File: src/rtl/core/zkh_pkg.sv
// Package: command, status and register codes plus field widths for the Zobrist key hasher.
package zkh_pkg;

  localparam int unsigned CMD_W    = 2;
  localparam int unsigned SYM_W    = 8;
  localparam int unsigned ROW_W    = 6;
  localparam int unsigned COL_W    = 4;
  localparam int unsigned HASH_W   = 64;
  localparam int unsigned WIDX_W   = 10;
  localparam int unsigned STATUS_W = 2;

  localparam int unsigned NW_W     = 11;
  localparam int unsigned NSYM_W   = 5;
  localparam int unsigned KLIM_W   = 7;
  localparam int unsigned CFG_IDX_W  = 2;
  localparam int unsigned CFG_DATA_W = 11;

  localparam logic [CMD_W-1:0] CMD_LOAD_TABLE = 2'd0;
  localparam logic [CMD_W-1:0] CMD_LOAD_SYM   = 2'd1;
  localparam logic [CMD_W-1:0] CMD_HASH_CHAR  = 2'd2;

  localparam logic [STATUS_W-1:0] ST_OK         = 2'd0;
  localparam logic [STATUS_W-1:0] ST_BAD_SYMBOL = 2'd1;
  localparam logic [STATUS_W-1:0] ST_TOO_LONG   = 2'd2;

  localparam logic [CFG_IDX_W-1:0] CFG_NUM_WORKERS = 2'd0;
  localparam logic [CFG_IDX_W-1:0] CFG_SYMS_IN_USE = 2'd1;
  localparam logic [CFG_IDX_W-1:0] CFG_KEY_LIMIT   = 2'd2;

  localparam logic [NW_W-1:0]   NW_RESET   = 11'd1;
  localparam logic [NW_W-1:0]   NW_MAX     = 11'd1024;
  localparam logic [NSYM_W-1:0] NSYM_RESET = 5'd16;
  localparam logic [KLIM_W-1:0] KLIM_RESET = 7'd64;

endpackage

File: src/rtl/core/zkh_mod_unit.sv
// Bit-serial restoring remainder unit: dividend mod divisor, one bit per cycle.
module zkh_mod_unit #(
  parameter int unsigned DIV_W = 32
) (
  input  logic                          clk_i,
  input  logic                          rst_ni,
  input  logic                          start_i,
  input  logic [DIV_W-1:0]              dividend_i,
  input  logic [zkh_pkg::NW_W-1:0]      divisor_i,
  output logic                          done_o,
  output logic [zkh_pkg::WIDX_W-1:0]    rem_o
);

  localparam int unsigned CNT_W = (DIV_W > 1) ? $clog2(DIV_W) : 1;

  logic                        busy_q, busy_d;
  logic                        done_q, done_d;
  logic [CNT_W-1:0]            cnt_q, cnt_d;
  logic [DIV_W-1:0]            dvd_q, dvd_d;
  logic [zkh_pkg::NW_W-1:0]    dvs_q, dvs_d;
  logic [zkh_pkg::NW_W-1:0]    rem_q, rem_d;
  logic [zkh_pkg::NW_W:0]      trial;
  logic [zkh_pkg::NW_W:0]      diff;

  assign trial = {rem_q, dvd_q[DIV_W-1]};
  assign diff  = trial - {1'b0, dvs_q};

  always_comb begin
    busy_d = busy_q;
    done_d = done_q;
    cnt_d  = cnt_q;
    dvd_d  = dvd_q;
    dvs_d  = dvs_q;
    rem_d  = rem_q;
    if (start_i) begin
      busy_d = 1'b1;
      done_d = 1'b0;
      cnt_d  = '0;
      dvd_d  = dividend_i;
      dvs_d  = divisor_i;
      rem_d  = '0;
    end else if (busy_q) begin
      rem_d = (trial >= {1'b0, dvs_q}) ? diff[zkh_pkg::NW_W-1:0] : trial[zkh_pkg::NW_W-1:0];
      dvd_d = dvd_q << 1;
      cnt_d = cnt_q + 1'b1;
      if (cnt_q == CNT_W'(DIV_W - 1)) begin
        busy_d = 1'b0;
        done_d = 1'b1;
      end
    end
  end

  always_ff @(posedge clk_i or negedge rst_ni) begin
    if (!rst_ni) begin
      busy_q <= 1'b0;
      done_q <= 1'b0;
      cnt_q  <= '0;
    end else begin
      busy_q <= busy_d;
      done_q <= done_d;
      cnt_q  <= cnt_d;
    end
  end

  always_ff @(posedge clk_i) begin
    dvd_q <= dvd_d;
    dvs_q <= dvs_d;
    rem_q <= rem_d;
  end

  assign done_o = done_q;
  assign rem_o  = rem_q[zkh_pkg::WIDX_W-1:0];

endmodule

File: config.mk
export PLATFORM = sky130hd
export DESIGN_NAME = zkh_mod_unit
export DESIGN_NICKNAME = d
export VERILOG_FILES = /design/src/rtl/core/zkh_pkg.sv /design/src/rtl/core/zkh_mod_unit.sv
export SDC_FILE = /design/constraint.sdc
export NUM_CORES = 1
export LEC_CHECK = 0
export ABC_CLOCK_PERIOD_IN_PS = 7000
export BUFFER_PORTS_ARGS = -buffer_cell sky130_fd_sc_hd__buf_4
export CAP_MARGIN = 20
export CELL_PAD_IN_SITES_DETAIL_PLACEMENT = 1
export CELL_PAD_IN_SITES_GLOBAL_PLACEMENT = 1
export CORE_MARGIN = 4
export CORE_UTILIZATION = 38
export DETAILED_ROUTE_END_ITERATION = 6
export PLACE_DENSITY_LB_ADDON = 0.12
export SLEW_MARGIN = 30
export SYNTH_ARGS = -nofsm -noshare
export SYNTH_HDL_FRONTEND = slang
export SYNTH_SLANG_ARGS = --single-unit
File: constraint.sdc
create_clock -name clk_i -period 7 [get_ports clk_i]
set_input_delay 1.05 -clock clk_i [delete_from_list [all_inputs] [get_ports clk_i]]
set_output_delay 1.05 -clock clk_i [all_outputs]
set_load 0.01 [all_outputs]
==> reports/summary.txt <==
Final min period - 2.673 ns
CTS tree - yes
RSZ-0062 raised after global routing - false
CP top delay family - compound AO/OA/AOI/OAI gates
Vias in the first global route - 2,095
PnR worst setup slack - 4.327 ns
Initial antenna violation count - 0
Root Driver - clkbuf_8
Fmax - 374.1 MHz
Worst setup SP type - register
Clock buffer depth - 2
Endpoint class of the critical path - register
Power Density - 315.7 nW/um^2
Hold EP - rem_q[2]
Final setup vio count - 0
Pleak - 1.605 nW
FF-to-FF path depth - 9
Arrival time worst endpoint - 2.90 ns
Core area - 7848 um^2
TritonCTS buffer count - 9
VDD IR max - 0.0001274 V
Largest family of logic cells by synthesized area - multiplexers
WP data required - 7.23 ns
Syn Std Cell Area - 3099 um^2
Crit Path Max Fanout - 8
Total track usage - 13.78%
Slew @ Worst Pin - 0.6624 ns
Post-Synth XOR/XNOR Area - 1.978%
Clock skew - 0.006384 ns
Rows - 32
Area contributors post-synth - edfxtp_1, mux2_2, dfxtp_1
Layout cell share with drive strength beyond 1 - 35.28%
Largest net degree at the start of global routing - 56
First-pass GRT wire length - 10.48 mm
Post-synthesis mux area share - 12.96%
Reg2reg start - dvd_q[31]
Worst rel slew slack - 55.78%
Hold Path Cell Cnt - 2
# Max-Cap Violations - 0
Largest area contributor in the netlist - edfxtp_1
Min-delay src - rem_q[2]
Top-area cell type share of the netlist area - 41.66%
DRC - 0
Placed insts - 395
CP Buf/Inv Count - 1
Cts repair resizes - 0
Fin crit share - 38.19%
Total global routing overflow - 0
Cts hold-fix bufs - 0
Worst-skew pair later-pin latency - 0.33 ns
H-Tree Depth - 3
Pre-antenna DRT Iters - 4
Layout area overhead - 20.10%
Height of the die - 98.31 um
CP cell instances - inv_1 > ha_1 > fa_1 > nand2b_2 > o2bb2ai_2 > a211o_1 > nand2_1 > mux2_2 > a22o_1
Syn_nets - 314
Initial drt markers - 64
Final core occ - 47.43%
Min Hold Slack - 0.5052 ns
Worst R2R End - rem_q[4]
Number of fill cells - 865
Synthesis-stage register bit count - 61
Fin Setup TNS - 0 ns
Detailed Route WL - 6.486 mm
CP max-delay cell - fa_1
Antenna Nets Post-Route - 0
Setup repair bufs after CTS - 0
Final cell count without fillers - 411
Hold Fails Final Rpt - 0
Crit path kind - register to register
Sequential share of the synthesized area - 54.42%
Die width - 98.31 um
Hold Crit Class - register to register
Post-synthesis simple-gate area fraction - 8.276%
DR vias - 2,071
Gate Count Post-Synth - 254
Register-to-register setup slack - 4.33 ns
DP Wirelength - 4.640 mm
Pre-CTS setup slack - 4.056 ns
WL/cell - 15.78 um
GPL Wtd Cong - 0.8044
Adder-Cell Fraction of Synth Area - 5.894%
Initial core utilization - 39.49%
CP max stage delay - 0.41 ns
IO Port Bufs - 56
Nets - 364
Post-synthesis compound-gate area fraction - 11.02%
Die area - 9665 um^2
Clk sinks - 61
Slew Viols, Final - 0
IO Count - 57
Clock transition at the registers of the reported paths - 0.07 ns
N_diodes - 0
Result of the run - completed
Average cell area after synthesis - 12.20 um^2
Post-synth cell types - 46
Vias per inst - 5.039
Synth warnings - 0
-- cell usage in the layout (no fill, tap or decap), types with 2 or more instances in the layout --
cell type / instances
xnor2_1: 4
nor3_1: 3
clkbuf_1: 2
dfxtp_1: 11
nand2_1: 12
edfxtp_1: 43
mux2i_1: 3
mux2_2: 33
nor2_1: 19
nand4_1: 3
or3_1: 2
a211oi_1: 2
nand2b_1: 2
a21o_1: 2
inv_1: 15
xor2_1: 3
clkbuf_8: 9
nor2b_1: 2
buf_4: 56
a21oi_1: 14
a22o_1: 3
clkinv_2: 2
and3_1: 2
dfrtp_1: 7
o21a_1: 4
ha_1: 13
o21ai_0: 14
-- cell usage after synthesis, drive strengths merged --
cell type  instances
and3               2
o2bb2ai            1
mux2i              3
nand3              1
fa                 1
o221a              1
o21a               4
nor2b              2
nand4              3
a41oi              1
a22o               3
o21bai             1
mux2              33
xnor2              4
xor2               3
or3b               1
and2               2
clkbuf             6
nand2b             3
a32o               1
edfxtp            43
a211oi             3
o22ai              1
a21oi             14
nor3               4
o31ai              1
o21ai             14
nor2              19
o31a               1
a21o               2
dfxtp             11
a211o              1
or3                2
dfrtp              7
nand2             12
buf               11
ha                13
o211ai             1
inv               16
nand4b             1
o2111a             1
-- stage by stage --
step                      cell area [um^2]  total power, mW
final                                 3722            1.175
after global placement                3538           0.8780
after CTS                             3722            1.190
after detailed placement              3538           0.8836
after global routing                  3722            1.250
after floorplan                       3099           0.7846
-- sequential cells by signal, summed over array words and instances, names as in the netlist --
signal and cells:
dvd_q 32, dvs_q 11, rem_q 11, busy_q 1, cnt_q 5, done_o 1
-- cell families (layout without fill, tap and decap cells) --
group	Yosys count	in the layout
buffers and inverters	33	88
AND/OR/NAND/NOR	52	52
multiplexers	36	36
AO/OA/AOI/OAI	51	51
flip-flops	61	61
adder cells (fa/ha/maj)	14	14
XOR/XNOR	7	7
-- power breakdown --
part           switching [mW]  internal (mW)
logic                   0.206          0.190
clock network           0.136          0.163
registers              0.0404          0.441
-- worst max path at each step --
| stage | cells past startpoint | from | end | slack (ns) |
|---|---|---|---|---|
| after floorplan | 10 | dvd_q[31] | rem_q[6] | 4.51 |
| after global placement | 3 | start_i | dvd_q[4] | 3.68 |
| after detailed placement | 3 | start_i | dvd_q[19] | 4.06 |
| after CTS | 9 | dvd_q[31] | rem_q[4] | 4.32 |
| after global routing | 9 | dvd_q[31] | rem_q[4] | 4.22 |
| final | 9 | dvd_q[31] | rem_q[4] | 4.33 |
-- layer usage --
layer  GRT usage (%)  vias up  share of wire [%]
li1                -     1018                  -
met1           17.08      990                 45
met2           21.89       51                 47
met3           4.857       12                5.9
met4           5.672        0                2.2
met5               0        -                  0
-- tightest hold or removal path, cell delays in order (launching register included) --
cell,delay [ns]
dfxtp_1,0.34
nand2_1,0.06
o21ai_0,0.06
-- final cells by class --
class / count / area [um^2] / area share (%)
well taps: 102 / 127.6 / 3.429
clock buffers: 11 / 131.4 / 3.529
repair buffers: 56 / 420.4 / 11.29
inverters: 16 / 60.06 / 1.613
multi-input cells: 160 / 1244 / 33.41
clock inverters: 5 / 52.55 / 1.412
flip-flops and latches: 61 / 1687 / 45.31
Power figures use the tool's default switching activity.
