### src/rtl/core/zkh_pkg.sv
// Package: command, status and register codes plus field widths for the Zobrist key hasher.
package zkh_pkg;

  localparam int unsigned CMD_W    = 2;
  localparam int unsigned SYM_W    = 8;
  localparam int unsigned ROW_W    = 6;
  localparam int unsigned COL_W    = 4;
  localparam int unsigned HASH_W   = 64;
  localparam int unsigned WIDX_W   = 10;
  localparam int unsigned STATUS_W = 2;

  localparam int unsigned NW_W     = 11;
  localparam int unsigned NSYM_W   = 5;
  localparam int unsigned KLIM_W   = 7;
  localparam int unsigned CFG_IDX_W  = 2;
  localparam int unsigned CFG_DATA_W = 11;

  localparam logic [CMD_W-1:0] CMD_LOAD_TABLE = 2'd0;
  localparam logic [CMD_W-1:0] CMD_LOAD_SYM   = 2'd1;
  localparam logic [CMD_W-1:0] CMD_HASH_CHAR  = 2'd2;

  localparam logic [STATUS_W-1:0] ST_OK         = 2'd0;
  localparam logic [STATUS_W-1:0] ST_BAD_SYMBOL = 2'd1;
  localparam logic [STATUS_W-1:0] ST_TOO_LONG   = 2'd2;

  localparam logic [CFG_IDX_W-1:0] CFG_NUM_WORKERS = 2'd0;
  localparam logic [CFG_IDX_W-1:0] CFG_SYMS_IN_USE = 2'd1;
  localparam logic [CFG_IDX_W-1:0] CFG_KEY_LIMIT   = 2'd2;

  localparam logic [NW_W-1:0]   NW_RESET   = 11'd1;
  localparam logic [NW_W-1:0]   NW_MAX     = 11'd1024;
  localparam logic [NSYM_W-1:0] NSYM_RESET = 5'd16;
  localparam logic [KLIM_W-1:0] KLIM_RESET = 7'd64;

endpackage

### src/rtl/core/zkh_alpha_match.sv
// Alphabet store and first-match symbol lookup.
module zkh_alpha_match #(
  parameter int unsigned MAX_SYMBOLS = 16,
  parameter int unsigned SLOT_W      = 4
) (
  input  logic                          clk_i,
  input  logic                          we_i,
  input  logic [zkh_pkg::COL_W-1:0]     wslot_i,
  input  logic [zkh_pkg::SYM_W-1:0]     wdata_i,
  input  logic [zkh_pkg::NSYM_W-1:0]    nsym_i,
  input  logic [zkh_pkg::SYM_W-1:0]     symbol_i,
  output logic                          hit_o,
  output logic [SLOT_W-1:0]             slot_o
);

  logic [zkh_pkg::SYM_W-1:0] alpha_q [MAX_SYMBOLS];

  always_ff @(posedge clk_i) begin
    if (we_i && (32'(wslot_i) < MAX_SYMBOLS)) begin
      alpha_q[SLOT_W'(wslot_i)] <= wdata_i;
    end
  end

  // Scan from the top so the lowest matching slot wins.
  always_comb begin
    hit_o  = 1'b0;
    slot_o = '0;
    for (int k = MAX_SYMBOLS - 1; k >= 0; k--) begin
      if ((32'(k) < 32'(nsym_i)) && (alpha_q[k] == symbol_i)) begin
        hit_o  = 1'b1;
        slot_o = SLOT_W'(k);
      end
    end
  end

endmodule

### config.mk
export PLATFORM = sky130hd
export DESIGN_NAME = zkh_alpha_match
export DESIGN_NICKNAME = d
export VERILOG_FILES = /design/src/rtl/core/zkh_pkg.sv /design/src/rtl/core/zkh_alpha_match.sv
export SDC_FILE = /design/constraint.sdc
export NUM_CORES = 1
export LEC_CHECK = 0
export ABC_AREA = 1
export ABC_CLOCK_PERIOD_IN_PS = 3200
export BUFFER_PORTS_ARGS = -buffer_cell sky130_fd_sc_hd__buf_2
export CORE_MARGIN = 4
export CORE_UTILIZATION = 40
export CTS_BUF_LIST = sky130_fd_sc_hd__clkbuf_2 sky130_fd_sc_hd__clkbuf_4 sky130_fd_sc_hd__clkbuf_8
export DETAILED_ROUTE_END_ITERATION = 10
export GPL_ROUTABILITY_DRIVEN = 1
export SLEW_MARGIN = 10
export SYNTH_ARGS = -nofsm -noshare
export SYNTH_HDL_FRONTEND = slang
export SYNTH_SLANG_ARGS = --single-unit
### constraint.sdc
create_clock -name clk_i -period 3.2 [get_ports clk_i]
set_input_delay 0.64 -clock clk_i [delete_from_list [all_inputs] [get_ports clk_i]]
set_output_delay 0.64 -clock clk_i [all_outputs]
set_load 0.1 [all_outputs]
==> results of run 1 <==
layout make-up:
type / instances / area (µm²)
timing repair buffer: 82 / 724
clock inverter: 13 / 145
sequential: 128 / 3840
inverter: 53 / 219
multi-input combinational: 350 / 2060
fill: 1331 / 7290
clock buffer: 19 / 249
tap: 184 / 230
path summary, 6_finish.rpt:
kind              startpoint                  endpoint  slack (ns)
setup / recovery   nsym_i[1]                     hit_o        0.07
hold / removal    wdata_i[0]  alpha_q[12][0]$_DFFE_PP_        0.66
synthesized netlist by cell type (4+ instances only):
master	count	area (µm²)
edfxtp_1	128	3840
nand2_1	97	364
buf_4	4	30.0
o22ai_1	4	25.0
nor2_1	70	263
a2111oi_0	4	35.0
inv_1	44	165
nand4_1	12	75.1
nor3_1	6	30.0
or2_1	5	31.3
nor4_1	8	50.1
or2_2	4	25.0
xnor2_1	35	307
inv_2	9	33.8
nand3_1	28	140
o21ai_0	9	45.0
nand3b_1	4	30.0
xor2_1	37	324
a21oi_1	6	30.0
buf_2	9	45.0
timing repair:
action / CTS / global route
buffers inserted: 7 / 5
resized for setup: 11 / 37
hold buffers: 0 / 0
endpoints found under the setup margin: 5 / 5
pin swaps: 5 / 11
per-stage QoR:
| stage | setup WS (ns) | hold WS, ns | util (%) |
|---|---|---|---|
| after global placement | -0.133 | 1.11 | 46.3 |
| after global routing | -0.111 | 0.638 | 50.6 |
| after CTS | -0.00128 | 0.634 | 49.6 |
| after detailed placement | -0.164 | 1.11 | 46.3 |
| after floorplan | -0.233 | 0.739 | - |
| final | 0.0683 | 0.663 | 50.6 |
cell families (layout without fill, tap and decap cells):
group,after synthesis,after routing,share of synthesized area (%)
XOR/XNOR,72,72,10.3
flip-flops,128,128,63.1
buffers and inverters,69,167,5.05
AND/OR/NAND/NOR,244,244,17.9
AO/OA/AOI/OAI,34,34,3.63
where the power goes:
group          internal (W)  total [W]  switching (W)  leakage, nW
clock              0.000773    0.00140       0.000622        0.199
combinational      0.000143   0.000372       0.000230         1.49
sequential          0.00188    0.00189      0.0000136         1.16
total               0.00280    0.00366       0.000865         2.84
cell usage in the layout (no fill, tap or decap), types with 4 or more instances in the layout:
master and n:
xor2_1 37, nor2_1 68, buf_6 7, buf_2 20, buf_4 43, inv_1 44, o22ai_1 4, edfxtp_1 128
nor4_1 7, clkbuf_8 17, nand3_1 28, nand3b_1 4, or2_2 4, clkinv_2 4, o21ai_0 9, nand4_1 12
inv_4 4, nand2_1 95, or2_1 5, buf_12 10, xnor2_1 34
metal layers:
| metal | wire length (µm) | part of all wire, % | vias to the layer above | GRT usage [%] |
|---|---|---|---|---|
| li1 | - | - | 2033 | - |
| met1 | 7170 | 45 | 2034 | 24.7 |
| met2 | 7660 | 48 | 128 | 31.3 |
| met3 | 791 | 5.0 | 22 | 4.43 |
| met4 | 265 | 1.7 | 0 | 5.25 |
| met5 | 0 | 0 | - | 0 |
critical path: cells and delay by family:
kind,cells,cell delay [ns]
simple gates,6,0.80
buf+inv,4,0.53
compound gates,2,0.51
==> reports/metrics.csv, run 1 <==
stage,metric,value,unit
timing,fmax,0.319,GHz
floorplan,Die Span Y,131,µm
routing,ANT nets after route,0,
clocking,CTS Buffer Depth,2,
floorplan,Cell Rows,44,
pwr,leakage,2.84,nW
logic_synthesis,YS warnings,0,
floorplan,initial core utilization,41.3,%
routing,Pre-antenna DRT Iters,5,
final_layout,nets,659,
clocking,total CTS buffers,17,
flow_run,Max Cap Violations,0,
pwr,total power,0.00366,W
timing,RSZ-0062 raised after global routing,true,
logic_synthesis,Synth Area per Inst,11.1,µm²
final_layout,synthesis-to-layout area growth,22.5,%
logic_synthesis,Syn Nets,574,
pwr,peak supply drop,248,µV
floorplan,I/O pin count,32,
critical_path,Worst path slowest cell,a31oi_1,
floorplan,core area,14800,µm²
final_layout,Top reg by flops,alpha_q,
timing,Final Hold Fails,0,
logic_synthesis,post-synthesis sequential area ratio,63.1,%
timing,min Tclk post-route,3.13,ns
routing,DRT iter0 DRCs,404,
clocking,"CTS clk-pin slew, worst paths",0.07,ns
final_layout,fin cells,829,
floorplan,area of the die,17300,µm²
timing,period utilization,97.9,%
grt,grt total ovfl,0,
final_layout,max FFs per register,128,
floorplan,die width,131,µm
run_status,status,completed,
logic_synthesis,synthesized area,6100,µm²
final_layout,share of cells above drive strength 1,22.6,%
timing,Slew HR,40.2,%
grt,first-pass GRT wire length,24200,µm
timing,Fin Setup TNS,0,ns
logic_synthesis,synthesized flop and latch total,128,
clocking,H-tree levels,4,
placement,placed inst area,6840,µm²
timing,"Setup violations, final",0,
routing,wire per inst,19.2,µm
grt,initial antenna violation count,0,
logic_synthesis,post-synth cell types,33,
routing,via count of the routed design,4217,
critical_path,worst path required time,2.56,ns
pwr,pwr dens,490,nW/µm²
critical_path,WP data arrival,2.49,ns
routing,Routed Wire Length,15900,µm
final_layout,fin area,7470,µm²
grt,GRT Total Usage,18.8,%
critical_path,Worst path max stage delay,0.33,ns
placement,number of placed cells counting well taps,786,
placement,Post-DP HPWL,11200,µm
timing,Slew Limit Fails,0,
critical_path,Startpoint Class,input port,
logic_synthesis,fraction of registers with async set/reset,0,%
critical_path,"Max FO, Critical Path",5,
grt,largest net degree at the start of global routing,17,
final_layout,top flop regs,alpha_q (128),
critical_path,CP endpoint kind,output pin,
clocking,clock tree sinks,128,
final_layout,diode count,0,
logic_synthesis,top_reg_cell synth,edfxtp_1,
worst_hold_path,HP Class,input port to flip-flop,
placement,Placer Congestion,0.937,
critical_path,"Critical Path, Cell by Cell",buf_2 > nor2_1 > inv_1 > a21oi_1 > inv_1 > nand2_1 > nor3b_1 > a31oi_1 > nand2_1 > nor2_1 > nand3_1 > buf_12,
placement,IO buf count,31,
critical_path,Crit Path Class,input port to output pin,
routing,vias per cell,5.09,
logic_synthesis,count of flip-flops with a built-in enable after synthesis,128,
timing,worst-margin pin slew,0.894,ns
routing,drt drc,0,
clocking,CTS tree,done,
worst_hold_path,Hold Path Depth,1,
clocking,Root Buffer Master,clkbuf_8,
grt,number of global-route vias before repair,4210,
logic_synthesis,Syn Inst Count,547,
(Power assumes the default switching activity.)
==> run 2: changes to the inputs <==
--- a/config.mk
+++ b/config.mk
@@ -13,6 +13,7 @@
 export CTS_BUF_LIST = sky130_fd_sc_hd__clkbuf_2 sky130_fd_sc_hd__clkbuf_4 sky130_fd_sc_hd__clkbuf_8
 export DETAILED_ROUTE_END_ITERATION = 10
 export GPL_ROUTABILITY_DRIVEN = 1
+export PLACE_DENSITY = 0.61
 export SLEW_MARGIN = 10
 export SYNTH_ARGS = -nofsm -noshare
 export SYNTH_HDL_FRONTEND = slang
==> run 2 against run 1 <==
Sequential power hardly changed. Flip-flop and latch count stayed put. Cell count is 1.6% lower. Highest routed layer unchanged. Largest cell class unchanged. Sequential share of layout area is 0.91 points higher. Cell area is 1.7% lower. Worst setup slack worse by 0.038 ns. Global-route usage is 0.18 points lower. Combinational power is 4% lower.
==> reports/metrics.csv, run 2 (synthesis gave the netlist of run 1 again) <==
stage,metric,value,unit,change
placement,IO buf count,31,,unchanged
run_status,status,completed,,
routing,Pre-antenna DRT Iters,5,,unchanged
routing,drt drc,0,,unchanged
timing,worst-margin pin slew,0.862,ns,-0.0315 ns
floorplan,initial core utilization,41.3,%,unchanged
critical_path,crit-path leading delay family,simple AND/OR/NAND/NOR gates,,
grt,largest net degree at the start of global routing,17,,unchanged
critical_path,"Max FO, Critical Path",4,,-1
routing,ANT nets after route,0,,unchanged
final_layout,FF/Latch Area,3840,µm²,unchanged
placement,number of placed cells counting well taps,782,,-0.51%
grt,number of global-route vias before repair,4090,,-2.9%
timing,fmax,0.315,GHz,-1.2%
routing,via count of the routed design,4182,,-0.83%
grt,initial antenna violation count,0,,unchanged
clocking,Root Buffer Master,clkbuf_8,,
critical_path,Buffers & Inverters on Critical Path,3,,-1
final_layout,Multi-input gate area,2090,µm²,+1.4%
timing,"Setup violations, final",0,,unchanged
pwr,leakage,2.76,nW,-2.9%
pwr,peak supply drop,255,µV,+2.9%
routing,DRT iter0 DRCs,386,,-4.5%
grt,first-pass GRT wire length,24100,µm,-0.37%
timing,Final Hold Fails,0,,unchanged
floorplan,area of the die,17300,µm²,unchanged
floorplan,die width,131,µm,unchanged
grt,GRT Total Usage,18.6,%,-0.18 points
pwr,total power,0.00357,W,-2.4%
floorplan,core area,14800,µm²,unchanged
routing,vias per cell,5.13,,+0.75%
final_layout,fillcell total,1340,,+0.68%
placement,Post-DP HPWL,11200,µm,+0.46%
final_layout,nets,646,,-2.0%
timing,Fin Setup TNS,0,ns,unchanged
routing,wire per inst,19.2,µm,+0.34%
final_layout,fin cells,816,,-1.6%
flow_run,Max Cap Violations,0,,unchanged
critical_path,Worst path slowest cell,nor4_2,,
final_layout,synthesis-to-layout area growth,20.4,%,
grt,grt total ovfl,0,,unchanged
routing,Routed Wire Length,15700,µm,-1.2%
clocking,CTS Hold Bufs,0,,unchanged
final_layout,max FFs per register,128,,unchanged
timing,RSZ-0062 raised after global routing,true,,
final_layout,"most common cell after layout, fill and taps aside",edfxtp_1,,
floorplan,I/O pin count,32,,unchanged
critical_path,Worst path max stage delay,0.35,ns,+0.02 ns
clocking,H-tree levels,4,,unchanged
final_layout,diode count,0,,unchanged
timing,period utilization,99.1,%,+1.2 points
final_layout,Top reg by flops,alpha_q,,
worst_hold_path,HP Class,input port to flip-flop,,
final_layout,share of cells above drive strength 1,21.7,%,-0.96 points
critical_path,Startpoint Class,input port,,
timing,min Tclk post-route,3.17,ns,+0.0384 ns
critical_path,CP dominant cell by count,nand2_1,,
final_layout,top flop regs,alpha_q (128),,
critical_path,Crit Path Class,input port to output pin,,
clocking,CTS tree,done,,
clocking,"CTS clk-pin slew, worst paths",0.08,ns,about the same
final_layout,"commonest non-fill, non-tap cells in the layout","edfxtp_1 (128), nand2_1 (94), nor2_1 (66), inv_1 (44), xor2_1 (37)",,
critical_path,WP data arrival,2.53,ns,+0.04 ns
clocking,total CTS buffers,17,,unchanged
critical_path,worst path required time,2.56,ns,about the same
timing,Slew Limit Fails,0,,unchanged
clocking,CTS Buffer Depth,2,,unchanged
clocking,clock tree sinks,128,,unchanged
final_layout,Layout Utilization,49.7,%,-0.88 points
critical_path,CP endpoint kind,output pin,,
floorplan,Cell Rows,44,,unchanged
critical_path,"Critical Path, Cell by Cell",clkbuf_4 > buf_4 > xor2_1 > nor4_2 > nand3b_1 > nand2_1 > nand2_1 > nand2_1 > nand2_1 > nand2_1 > nand2_1 > nand2_1 > nand2_2 > a21oi_4 > buf_12,,
floorplan,Die Span Y,131,µm,unchanged
pwr,pwr dens,487,nW/µm²,-0.67%
timing,Slew HR,42.3,%,+2.1 points
placement,Placer Congestion,0.929,,-0.89%
[run 2: through the flow]
step           hold slack, ns  cell area [µm²]  setup slack [ns]
2_1_floorplan           0.739             6130            -0.233
3_3_place_gp             1.09             6820            -0.275
3_5_place_dp             1.11             6820            -0.202
4_1_cts                 0.612             7210           0.00232
5_1_grt                 0.635             7340           -0.0997
6_report                0.647             7340            0.0299
[run 2: final cells by class]
cell class                      instances  area share (%)
Clock buffer                           17            3.19
Clock inverter                         15            1.96
Inverter                               53            2.78
Multi-Input combinational cell        350            28.4
Sequential cell                       128            52.4
Tap cell                              184            3.14
Timing Repair Buffer                   69            8.13
[run 2: where the power goes]
group	leakage, nW	switching [W]	internal (W)
clock network	0.183	0.000639	0.000683
logic	1.42	0.000224	0.000132
registers	1.16	0.0000144	0.00188
total	2.76	0.000878	0.00269
[run 2: worst paths after layout]
kind	from	to	slack [ns]	cells after the start
worst max-delay path	symbol_i[7]	slot_o[0]	0.03	15
worst min-delay path	wdata_i[7]	alpha_q[11][7]$_DFFE_PP_	0.65	1
[run 2: what timing repair did]
action,4_1_cts,5_1_grt
endpoints found under the hold margin,0,0
setup endpoints to repair,5,5
gates resized for setup,3,29
setup buffers,0,2
pin swaps,0,9
[run 2: metal layers]
layer	track usage [%]	share of wire, %	up-vias	wire (µm)
met5	0	0	-	0
li1	-	-	2004	-
met2	30.4	49	119	7700
met4	6.71	2.2	0	353
met3	3.52	4.5	26	711
met1	24.9	44	2033	6920
